<file path="src/hw/rtl/sle_pkg.sv">
`timescale 1ns / 1ps

package sle_pkg;

  // Operation codes on the input word
  localparam logic [1:0] FN_SORT   = 2'd0;
  localparam logic [1:0] FN_APPEND = 2'd1;
  localparam logic [1:0] FN_SEARCH = 2'd2;

  // Status codes on the output word
  localparam logic [1:0] ST_INSERTED = 2'd0;
  localparam logic [1:0] ST_FULL     = 2'd1;
  localparam logic [1:0] ST_FOUND    = 2'd2;
  localparam logic [1:0] ST_MISSING  = 2'd3;

  typedef struct packed {
    logic [1:0]         func;
    logic signed [31:0] value;
  } sle_in_t;

  typedef struct packed {
    logic [1:0] status;
    logic [3:0] position;
    logic [4:0] entry_count;
  } sle_out_t;

  // What a token does as it walks the cells
  typedef enum logic [1:0] {
    K_NONE,
    K_SORT,
    K_APPEND,
    K_SEARCH
  } tok_kind_t;

  typedef struct packed {
    logic       valid;
    tok_kind_t  kind;
    logic       placed;
    logic [1:0] status;
  } tok_ctl_t;

endpackage

</file>
<file path="src/hw/rtl/sorted_list_engine.sv">
`timescale 1ns / 1ps

// Ordered list of up to CAPACITY signed 32-bit values, built as a chain of
// CAPACITY cells; cell i holds list entry i. An accepted word becomes a token
// that walks the chain one cell per cycle while not stalled: a sorted
// insert or append drops its value into the first cell that qualifies and
// ripples the displaced entries one cell down, a search marks the first
// equal cell. A new word is accepted every cycle unless the output is
// stalled; a result leaves once its token crosses all CAPACITY cells, and
// results come out in order. Every later token sees each cell only after all
// earlier tokens have passed it, so operations take effect in arrival order.
// The entry count is kept at the head of the chain and updated on accept,
// which is where a full list is detected and rejected. A stall on the output
// holds the whole chain. The list is empty after reset; no clearing pass.
// position and entry_count report the low 4 and 5 bits.
module sorted_list_engine #(
  parameter int CAPACITY = 16
) (
  input  logic             clk,
  input  logic             rst,
  input  logic             in_valid,
  output logic             in_ready,
  input  sle_pkg::sle_in_t  in_word,
  output logic             out_valid,
  input  logic             out_ready,
  output sle_pkg::sle_out_t out_word
);
  import sle_pkg::*;

  localparam int IW = $clog2(CAPACITY);
  localparam int CW = $clog2(CAPACITY + 1);

  // Token links: index i feeds cell i, index CAPACITY is the chain output
  tok_ctl_t           ctl       [0:CAPACITY];
  logic signed [31:0] val       [0:CAPACITY];
  logic [CW-1:0]      cnt_before[0:CAPACITY];
  logic [CW-1:0]      cnt_after [0:CAPACITY];
  logic [IW-1:0]      pos       [0:CAPACITY];
  logic signed [31:0] carry     [0:CAPACITY];

  logic          advance;
  logic          accept;
  logic          full;
  logic [CW-1:0] count;
  logic [CW-1:0] count_next;
  logic [31:0]   pos_ext;
  logic [31:0]   cnt_ext;

  // Advance the whole chain unless the output word is stalled
  assign advance  = !ctl[CAPACITY].valid || out_ready;
  assign in_ready = advance;
  assign accept   = in_valid && in_ready;
  assign full     = (count == CW'(CAPACITY));

  // Build the head token; full-list and unused codes pass through as no-ops
  always_comb begin
    ctl[0].valid  = accept;
    ctl[0].placed = 1'b0;
    ctl[0].kind   = K_NONE;
    ctl[0].status = ST_MISSING;
    count_next    = count;
    case (in_word.func)
      FN_SORT, FN_APPEND: begin
        if (full) begin
          ctl[0].status = ST_FULL;
        end else begin
          ctl[0].kind   = (in_word.func == FN_SORT) ? K_SORT : K_APPEND;
          ctl[0].status = ST_INSERTED;
          count_next    = count + CW'(1);
        end
      end
      FN_SEARCH: begin
        ctl[0].kind = K_SEARCH;
      end
      default: begin
        ctl[0].kind = K_NONE;
      end
    endcase
  end

  assign val[0]        = in_word.value;
  assign cnt_before[0] = count;
  assign cnt_after[0]  = count_next;
  assign pos[0]        = '0;
  assign carry[0]      = '0;

  always_ff @(posedge clk) begin
    if (rst) begin
      count <= '0;
    end else if (accept) begin
      count <= count_next;
    end
  end

  for (genvar i = 0; i < CAPACITY; i++) begin : g_cell
    sle_cell #(
      .CAPACITY(CAPACITY),
      .INDEX   (i)
    ) u_cell (
      .clk            (clk),
      .rst            (rst),
      .advance        (advance),
      .prev_ctl       (ctl[i]),
      .prev_value     (val[i]),
      .prev_cnt_before(cnt_before[i]),
      .prev_cnt_after (cnt_after[i]),
      .prev_pos       (pos[i]),
      .prev_carry     (carry[i]),
      .tok_ctl        (ctl[i+1]),
      .tok_value      (val[i+1]),
      .tok_cnt_before (cnt_before[i+1]),
      .tok_cnt_after  (cnt_after[i+1]),
      .tok_pos        (pos[i+1]),
      .tok_carry      (carry[i+1])
    );
  end

  // Drop the last cell's token onto the output word, masked to field widths
  assign pos_ext = 32'(pos[CAPACITY]);
  assign cnt_ext = 32'(cnt_after[CAPACITY]);

  assign out_valid            = ctl[CAPACITY].valid;
  assign out_word.status      = ctl[CAPACITY].status;
  assign out_word.position    = pos_ext[3:0];
  assign out_word.entry_count = cnt_ext[4:0];

endmodule

</file>
<file path="src/hw/rtl/sle_cell.sv">
`timescale 1ns / 1ps

module sle_cell #(
  parameter int CAPACITY = 16,
  parameter int INDEX = 0,
  localparam int IW = $clog2(CAPACITY),
  localparam int CW = $clog2(CAPACITY + 1)
) (
  input  logic               clk,
  input  logic               rst,
  input  logic               advance,
  input  sle_pkg::tok_ctl_t  prev_ctl,
  input  logic signed [31:0] prev_value,
  input  logic [CW-1:0]      prev_cnt_before,
  input  logic [CW-1:0]      prev_cnt_after,
  input  logic [IW-1:0]      prev_pos,
  input  logic signed [31:0] prev_carry,
  output sle_pkg::tok_ctl_t  tok_ctl,
  output logic signed [31:0] tok_value,
  output logic [CW-1:0]      tok_cnt_before,
  output logic [CW-1:0]      tok_cnt_after,
  output logic [IW-1:0]      tok_pos,
  output logic signed [31:0] tok_carry
);
  import sle_pkg::*;

  localparam bit FIRST = (INDEX == 0);

  logic signed [31:0] entry;
  logic signed [31:0] entry_next;
  logic signed [31:0] carry_next;
  logic [IW-1:0]      pos_next;
  tok_ctl_t           ctl_next;
  logic               occ;
  logic               hit;
  logic               is_ins;
  logic               place;
  logic               shift;
  logic               found;

  assign occ    = prev_cnt_before > CW'(INDEX);
  assign is_ins = (prev_ctl.kind == K_SORT) || (prev_ctl.kind == K_APPEND);

  always_comb begin
    case (prev_ctl.kind)
      K_SORT:   hit = !occ || (FIRST ? (prev_value < entry) : !(entry < prev_value));
      K_APPEND: hit = !occ;
      default:  hit = 1'b0;
    endcase
  end

  assign place = prev_ctl.valid && !prev_ctl.placed && is_ins && hit;
  assign shift = prev_ctl.valid && prev_ctl.placed && is_ins;
  assign found = prev_ctl.valid && !prev_ctl.placed && (prev_ctl.kind == K_SEARCH)
                 && occ && (entry == prev_value);

  // Insert here, or take the displaced word and pass ours on
  always_comb begin
    entry_next = entry;
    carry_next = prev_carry;
    pos_next   = prev_pos;
    ctl_next   = prev_ctl;
    if (place) begin
      entry_next = prev_value;
      carry_next = entry;
    end else if (shift) begin
      entry_next = prev_carry;
      carry_next = entry;
    end
    if (place || found) begin
      ctl_next.placed = 1'b1;
      pos_next        = IW'(INDEX);
    end
    if (found) begin
      ctl_next.status = ST_FOUND;
    end
  end

  always_ff @(posedge clk) begin
    if (advance) begin
      entry          <= entry_next;
      tok_value      <= prev_value;
      tok_cnt_before <= prev_cnt_before;
      tok_cnt_after  <= prev_cnt_after;
      tok_pos        <= pos_next;
      tok_carry      <= carry_next;
    end
  end

  always_ff @(posedge clk) begin
    if (rst) begin
      tok_ctl <= '0;
    end else if (advance) begin
      tok_ctl <= ctl_next;
    end
  end

endmodule

</file>
<file path="config.mk">
export PLATFORM = sky130hd
export DESIGN_NAME = sorted_list_engine
export DESIGN_NICKNAME = d
export VERILOG_FILES = /design/src/hw/rtl/sle_pkg.sv /design/src/hw/rtl/sorted_list_engine.sv /design/src/hw/rtl/sle_cell.sv
export SDC_FILE = /design/constraint.sdc
export NUM_CORES = 2
export LEC_CHECK = 0
export BUFFER_PORTS_ARGS = -buffer_cell sky130_fd_sc_hd__buf_2
export CAP_MARGIN = 20
export CORE_UTILIZATION = 60
export DETAILED_ROUTE_END_ITERATION = 7
export MAX_ROUTING_LAYER = met4
export PLACE_DENSITY = 0.81
export SLEW_MARGIN = 20
export SYNTH_ARGS = -nofsm -noshare
export SYNTH_HDL_FRONTEND = slang
export SYNTH_SLANG_ARGS = --single-unit
</file>
<file path="constraint.sdc">
create_clock -name clk -period 59.4 [get_ports clk]
set_input_delay 11.88 -clock clk [delete_from_list [all_inputs] [get_ports clk]]
set_output_delay 11.88 -clock clk [all_outputs]
set_load 0.01 [all_outputs]
</file>
* Yosys cells after proc, flatten, opt, wreduce, memory -nomap -nowiden
Cells that the tools add are included.
** Storage, ports and cells
- Logic and storage cells :: 622
- Register bits after elaboration :: 1774
- Output and inout port bits :: 13
- Bits of input ports :: 38
** Operators by class
- Reduce and logical (&&, ||, !) cells :: 255
- Add/sub/neg operators :: 1
- Mux-type cells :: 112
- Magnitude comparators :: 32
- Equality and inequality tests :: 67
** Operator list (number)
- $mux 32 :: 58
- $eq 32x32->1 :: 16
- $lt 32x32->1 :: 16
- $logic_and 1x1->1 :: 126
- $eq 2x2->1 const B :: 33
- $logic_or 1x1->1 :: 49
- $logic_not 1->1 :: 47
- $gt 5x4->1 const B :: 8
- $mux 2 :: 19
- $eq 2x1->1 const B :: 17
- $pmux 1 s2 :: 16
- $reduce_and 2->1 :: 16
- $reduce_bool 2->1 :: 15
- $gt 5x3->1 const B :: 4
- $mux 1 :: 16
- $gt 5x1->1 const B :: 2
- $gt 5x2->1 const B :: 2
- $mux 5 :: 2
- $add 5x1->5 const B :: 1
- $eq 5x5->1 const B :: 1
- $pmux 2 s2 :: 1
- $logic_not 2->1 :: 1
- $reduce_or 2->1 :: 1

* Logic depth before layout (Yosys ltp)
- Depth in word-level cells :: 10
- Mapped depth :: 14
- Gate-level depth less buffers :: 13

* Cells and area by module
Synthesis repeated with hierarchy kept, for this count alone.
** Unflattened totals
- Cells, all modules :: 5774
- Area total of the unflattened synthesis :: 87891.8 µm²
** By module, submodules not included
- sle_cell (g_cell[11].u_cell) :: cells each 587, sequential area each 3423.3 µm², area each 6517.5 µm², instances 1
- sle_cell (g_cell[12].u_cell) :: cells each 350, sequential area each 3423.3 µm², area each 5497.8 µm², instances 1
- sle_cell (g_cell[6].u_cell) :: cells each 347, sequential area each 3423.3 µm², area each 5460.2 µm², instances 1
- sle_cell (g_cell[0].u_cell) :: cells each 339, sequential area each 3423.3 µm², area each 5455.2 µm², instances 1
- sle_cell (g_cell[2].u_cell) :: cells each 341, sequential area each 3423.3 µm², area each 5451.5 µm², instances 1
- sle_cell (g_cell[8].u_cell) :: cells each 348, sequential area each 3423.3 µm², area each 5451.5 µm², instances 1
- sle_cell (g_cell[7].u_cell) :: cells each 346, sequential area each 3423.3 µm², area each 5447.7 µm², instances 1
- sle_cell (g_cell[4].u_cell) :: cells each 342, sequential area each 3423.3 µm², area each 5400.2 µm², instances 1
- sle_cell (g_cell[5].u_cell) :: cells each 339, sequential area each 3423.3 µm², area each 5385.2 µm², instances 1
- sle_cell (g_cell[10].u_cell) :: cells each 343, sequential area each 3423.3 µm², area each 5382.7 µm², instances 1
- sle_cell (g_cell[3].u_cell) :: cells each 339, sequential area each 3423.3 µm², area each 5380.2 µm², instances 1
- sle_cell (g_cell[13].u_cell) :: cells each 344, sequential area each 3423.3 µm², area each 5377.7 µm², instances 1
- sle_cell (g_cell[1].u_cell) :: cells each 339, sequential area each 3423.3 µm², area each 5368.9 µm², instances 1
- sle_cell (g_cell[9].u_cell) :: cells each 349, sequential area each 3423.3 µm², area each 5330.1 µm², instances 1
- +3 rows

* Worst setup path after synthesis
No wires, ideal clock.
- Path type :: input-to-output
- Start point :: input port out_ready
- End point :: output port in_ready
- Arrival time :: 43.806 ns
- Required time :: 47.520 ns
- Path buffers :: 3
- Cell stages on the path :: 5
- Setup slack :: 3.714 ns
- Cell sequence :: nor2b_1 > clkbuf_1 > clkinv_1 > clkbuf_1 > clkbuf_1
** On the way
- Longest elaborated chain between the ends :: 1
** RTL lines
- start, declared :: line sorted_list_engine.sv:25 : input logic out_ready,
- $logic_or 1x1->1 :: line sorted_list_engine.sv:50 : assign advance = !ctl[CAPACITY].valid || out_ready;
- end, declared :: line sorted_list_engine.sv:22 : output logic in_ready,
No other way between the ends.

* Final worst setup path
Same ends and word-level chain as after synthesis.

==> results.yml <==
global_routing:
  grt_pass1_wl_um: 250000
  grt_pass1_vias: 46800
  antenna_found_initial: 0
  grt.overflow.total: 0
  grt_max_degree: 192
  grt_usage: 0.243
sta:
  min_period_ns: 24.87
  slew_violations: 0
  finalHoldViolCount: 0
  relSlewSlack: 0.244
  clock_skew_ns: 0.0402
  tns_ns: 0
  max_freq_mhz: 40.2
  setup_slack_ns: 34.53
  rsz0062_at_grt: "false"
  finalSetupViolations: 0
  post-route-period-util: 0.419
  max_slew.worst_pin.slew_ns: 1.13
worst_setup_path:
  r2r_cells: 7
  crit_path_frequent_cell: "buf_2"
  path_cells: "buf_2 > nor2b_4 > buf_4 > inv_8 > buf_2"
  critPathLaunch: "out_ready"
  r2r-start: "g_cell[15].u_cell.tok_ctl[5]$_SDFFE_PP0N_"
  cpMaxStageDelayCell: "buf_4"
  reg2reg_slack_ns: 54.85
  cpPeakStageDelay_ns: 0.41
  rr_endpoint: "g_cell[12].u_cell.tok_carry[16]$_DFFE_PN_"
  critPathKind: "in -> out"
  cp.required_ns: 47.52
  crit_end: "in_ready"
  cp_max_fo: 36
  cp-end-kind: "primary output"
  worstPathArrival_ns: 12.99
  crit_path_start_kind: "input port"
yosys:
  avgSynthCellArea_um2: 14.0
  synth_area_um2: 79800
  yosys_most_used_dff: "edfxtp_1"
  ys_warn_count: 0
  synth.distinct_cells: 75
  synth_area_leader_cell: "edfxtp_1"
  synth_top_cells_by_area: "edfxtp_1 (63%), ha_1 (8.8%), mux2_2 (8.7%)"
  synth_seq_cells: 1770
  synth.net_count: 6288
  seq_area_frac_synth: 0.654
  synth.top_cell.area_share: 0.629
  synthArstFlopShare: 0
  synth_edf_count: 1672
  synthCells: 5689
clocking:
  cts_resized: 0
  post_cts_buffers: 0
  clock-sinks: 1770
  root_buffer: "clkbuf_16"
  cts.path.max_buffers: 3
  worstSkewPairLatency_ns: 0.81
  ctsHoldBuffers: 0
  clk_transition_reported_paths_ns: 0.06
  cts_tree: "built"
  cts_made_buffers: 171
  htreeDepth: 4
cells_and_area:
  multi_input_area_um2: 24800
  diodes: 0
  num-fill-cells: 8695
  nNetsFinal: 6405
  register_area_um2: 52200
  area_growth_pct: 9.86
  utilization: 0.665
  drive_above_1_share: 0.179
run_status:
  status: "complete, no violations"
routing:
  drt_iter0_markers: 3174
  drt_pass1_iterations: 6
  vias: 44600
  remaining_drc_errors: 0
  via_per_inst: 5.79
  finalWirelength_um: 157000
  ant_nets: 0
  wl_per_cell_um: 20.4
place:
  place_ws_ns: 34.56
  portBuffers: 50
  place.gp.congestion: 0.899
  dp.final_hpwl_um: 112000
run:
  drv_cap: 0
min_path:
  hp-class: "reg -> reg"
floorplan:
  die-area_um2: 134000
  fp.dieH_um: 367
  io_pins: 51
  floorplan.initialDensity: 0.606
  core_region_area_um2: 132000
  rows: 133
  fp.dieW_um: 367
power_and_ir_drop:
  p_leak_nw: 36.2
  p_per_area_nw_per_um2: 29.9
  total_power_w: 0.00263
  ir_drop_mv: 0.0315
area by class of cell:
cell class	instances	share of cell area
inverter	591	0.0254
timing repair buffer	116	0.00879
sequential	1770	0.595
clock inverter	89	0.0102
multi-input combinational	3156	0.283
tap	1755	0.0250
clock buffer	229	0.0524
power breakdown:
part           total (W)  switching [W]  internal, W
clock network    0.00106       0.000455     0.000606
logic           0.000114      0.0000597    0.0000538
registers        0.00145      0.0000328      0.00142
total            0.00263       0.000547      0.00208
worst min path at each step:
stage | startpoint | depth (start not counted) | slack (ns) | to
floorplan | g_cell[9].u_cell.tok_cnt_after[0]$_DFFE_PN_ | 0 | 0.40 | g_cell[10].u_cell.tok_cnt_after[0]$_DFFE_PN_
global placement | g_cell[2].u_cell.tok_cnt_after[1]$_DFFE_PN_ | 0 | 0.40 | g_cell[3].u_cell.tok_cnt_after[1]$_DFFE_PN_
detailed placement | g_cell[9].u_cell.tok_cnt_after[2]$_DFFE_PN_ | 0 | 0.40 | g_cell[10].u_cell.tok_cnt_after[2]$_DFFE_PN_
CTS | g_cell[7].u_cell.tok_cnt_after[0]$_DFFE_PN_ | 0 | 0.42 | g_cell[8].u_cell.tok_cnt_after[0]$_DFFE_PN_
global route | g_cell[7].u_cell.tok_cnt_after[1]$_DFFE_PN_ | 0 | 0.42 | g_cell[8].u_cell.tok_cnt_after[1]$_DFFE_PN_
finish | g_cell[6].u_cell.tok_cnt_before[0]$_DFFE_PN_ | 0 | 0.41 | g_cell[7].u_cell.tok_cnt_before[0]$_DFFE_PN_
routing by layer:
| layer | global-route usage | share of wire | vias up |
|---|---|---|---|
| met3 | 0.0315 | 0.038 | 415 |
| met1 | 0.264 | 0.38 | 21800 |
| li1 | - | - | 21300 |
| met4 | 0.127 | 0.051 | 0 |
| met2 | 0.434 | 0.53 | 1092 |
| met5 | - | 0 | - |
kinds of logic (layout without fill, tap and decap cells):
group | Yosys count | in the layout | share of synthesized area
AO/OA/AOI/OAI | 884 | 884 | 0.0638
AND/OR/NAND/NOR | 1050 | 1050 | 0.0626
XOR/XNOR | 14 | 14 | 0.00154
multiplexers | 647 | 647 | 0.0926
adder cells (fa/ha/maj) | 561 | 561 | 0.0880
buffers and inverters | 763 | 1025 | 0.0377
flip-flops | 1770 | 1770 | 0.654
state kept, by name, summed over array words and instances, names as in the netlist:
register / count
count: 5
g_cell.u_cell.entry: 512
g_cell.u_cell.tok_carry: 480
g_cell.u_cell.tok_cnt_after: 80
g_cell.u_cell.tok_cnt_before: 71
g_cell.u_cell.tok_ctl: 93
g_cell.u_cell.tok_pos: 49
g_cell.u_cell.tok_value: 480
stage by stage:
step,instance area (um^2),cells,hold slack [ns]
finish,87700,7706,0.411
global route,87700,7706,0.420
CTS,87700,7706,0.419
detailed placement,82200,7388,0.405
global placement,82200,7387,0.401
floorplan,79800,5689,0.400
cells in the final DEF (no fill, tap or decap), types with 10 or more instances in the layout:
master / instances
o21a_1: 11
or2_2: 24
dfxtp_1: 98
o21ai_0: 361
and3_1: 15
and2_1: 12
or3_1: 11
ha_1: 561
o211ai_1: 19
nand4b_1: 10
nor2_2: 12
buf_2: 50
a211oi_1: 33
a21o_1: 55
buf_4: 64
a311oi_1: 19
nor2_1: 96
nand2b_1: 17
nor2b_1: 30
clkbuf_16: 174
clkinv_2: 19
edfxtp_1: 1672
a21oi_1: 312
nor3b_1: 12
bufinv_16: 14
xnor2_1: 10
or4_1: 10
inv_1: 590
clkinv_1: 36
nand4_1: 106
a221oi_1: 10
mux2_4: 29
nor3_1: 38
nand2_1: 512
nand3_1: 82
mux2_2: 617
nor4_1: 23
clkbuf_1: 52
worst max-delay path, delay by kind of cell:
family / cells / cell delay, ns
buffers and inverters: 4 / 0.94
and+or+nand+nor: 1 / 0.09
Yosys cell counts (all sizes together) (17+ instances only):
cell	number
clkbuf	86
o21ai	372
a311oi	19
nor4	24
nor2b	31
edfxtp	1672
nand3	82
a211oi	35
a21o	55
buf	86
nand4	106
o211ai	20
inv	590
nand2	513
mux2	646
or2	24
dfxtp	98
nand2b	17
nor2	108
ha	561
a21oi	313
nor3	42
Power figures use the tool's default switching activity.
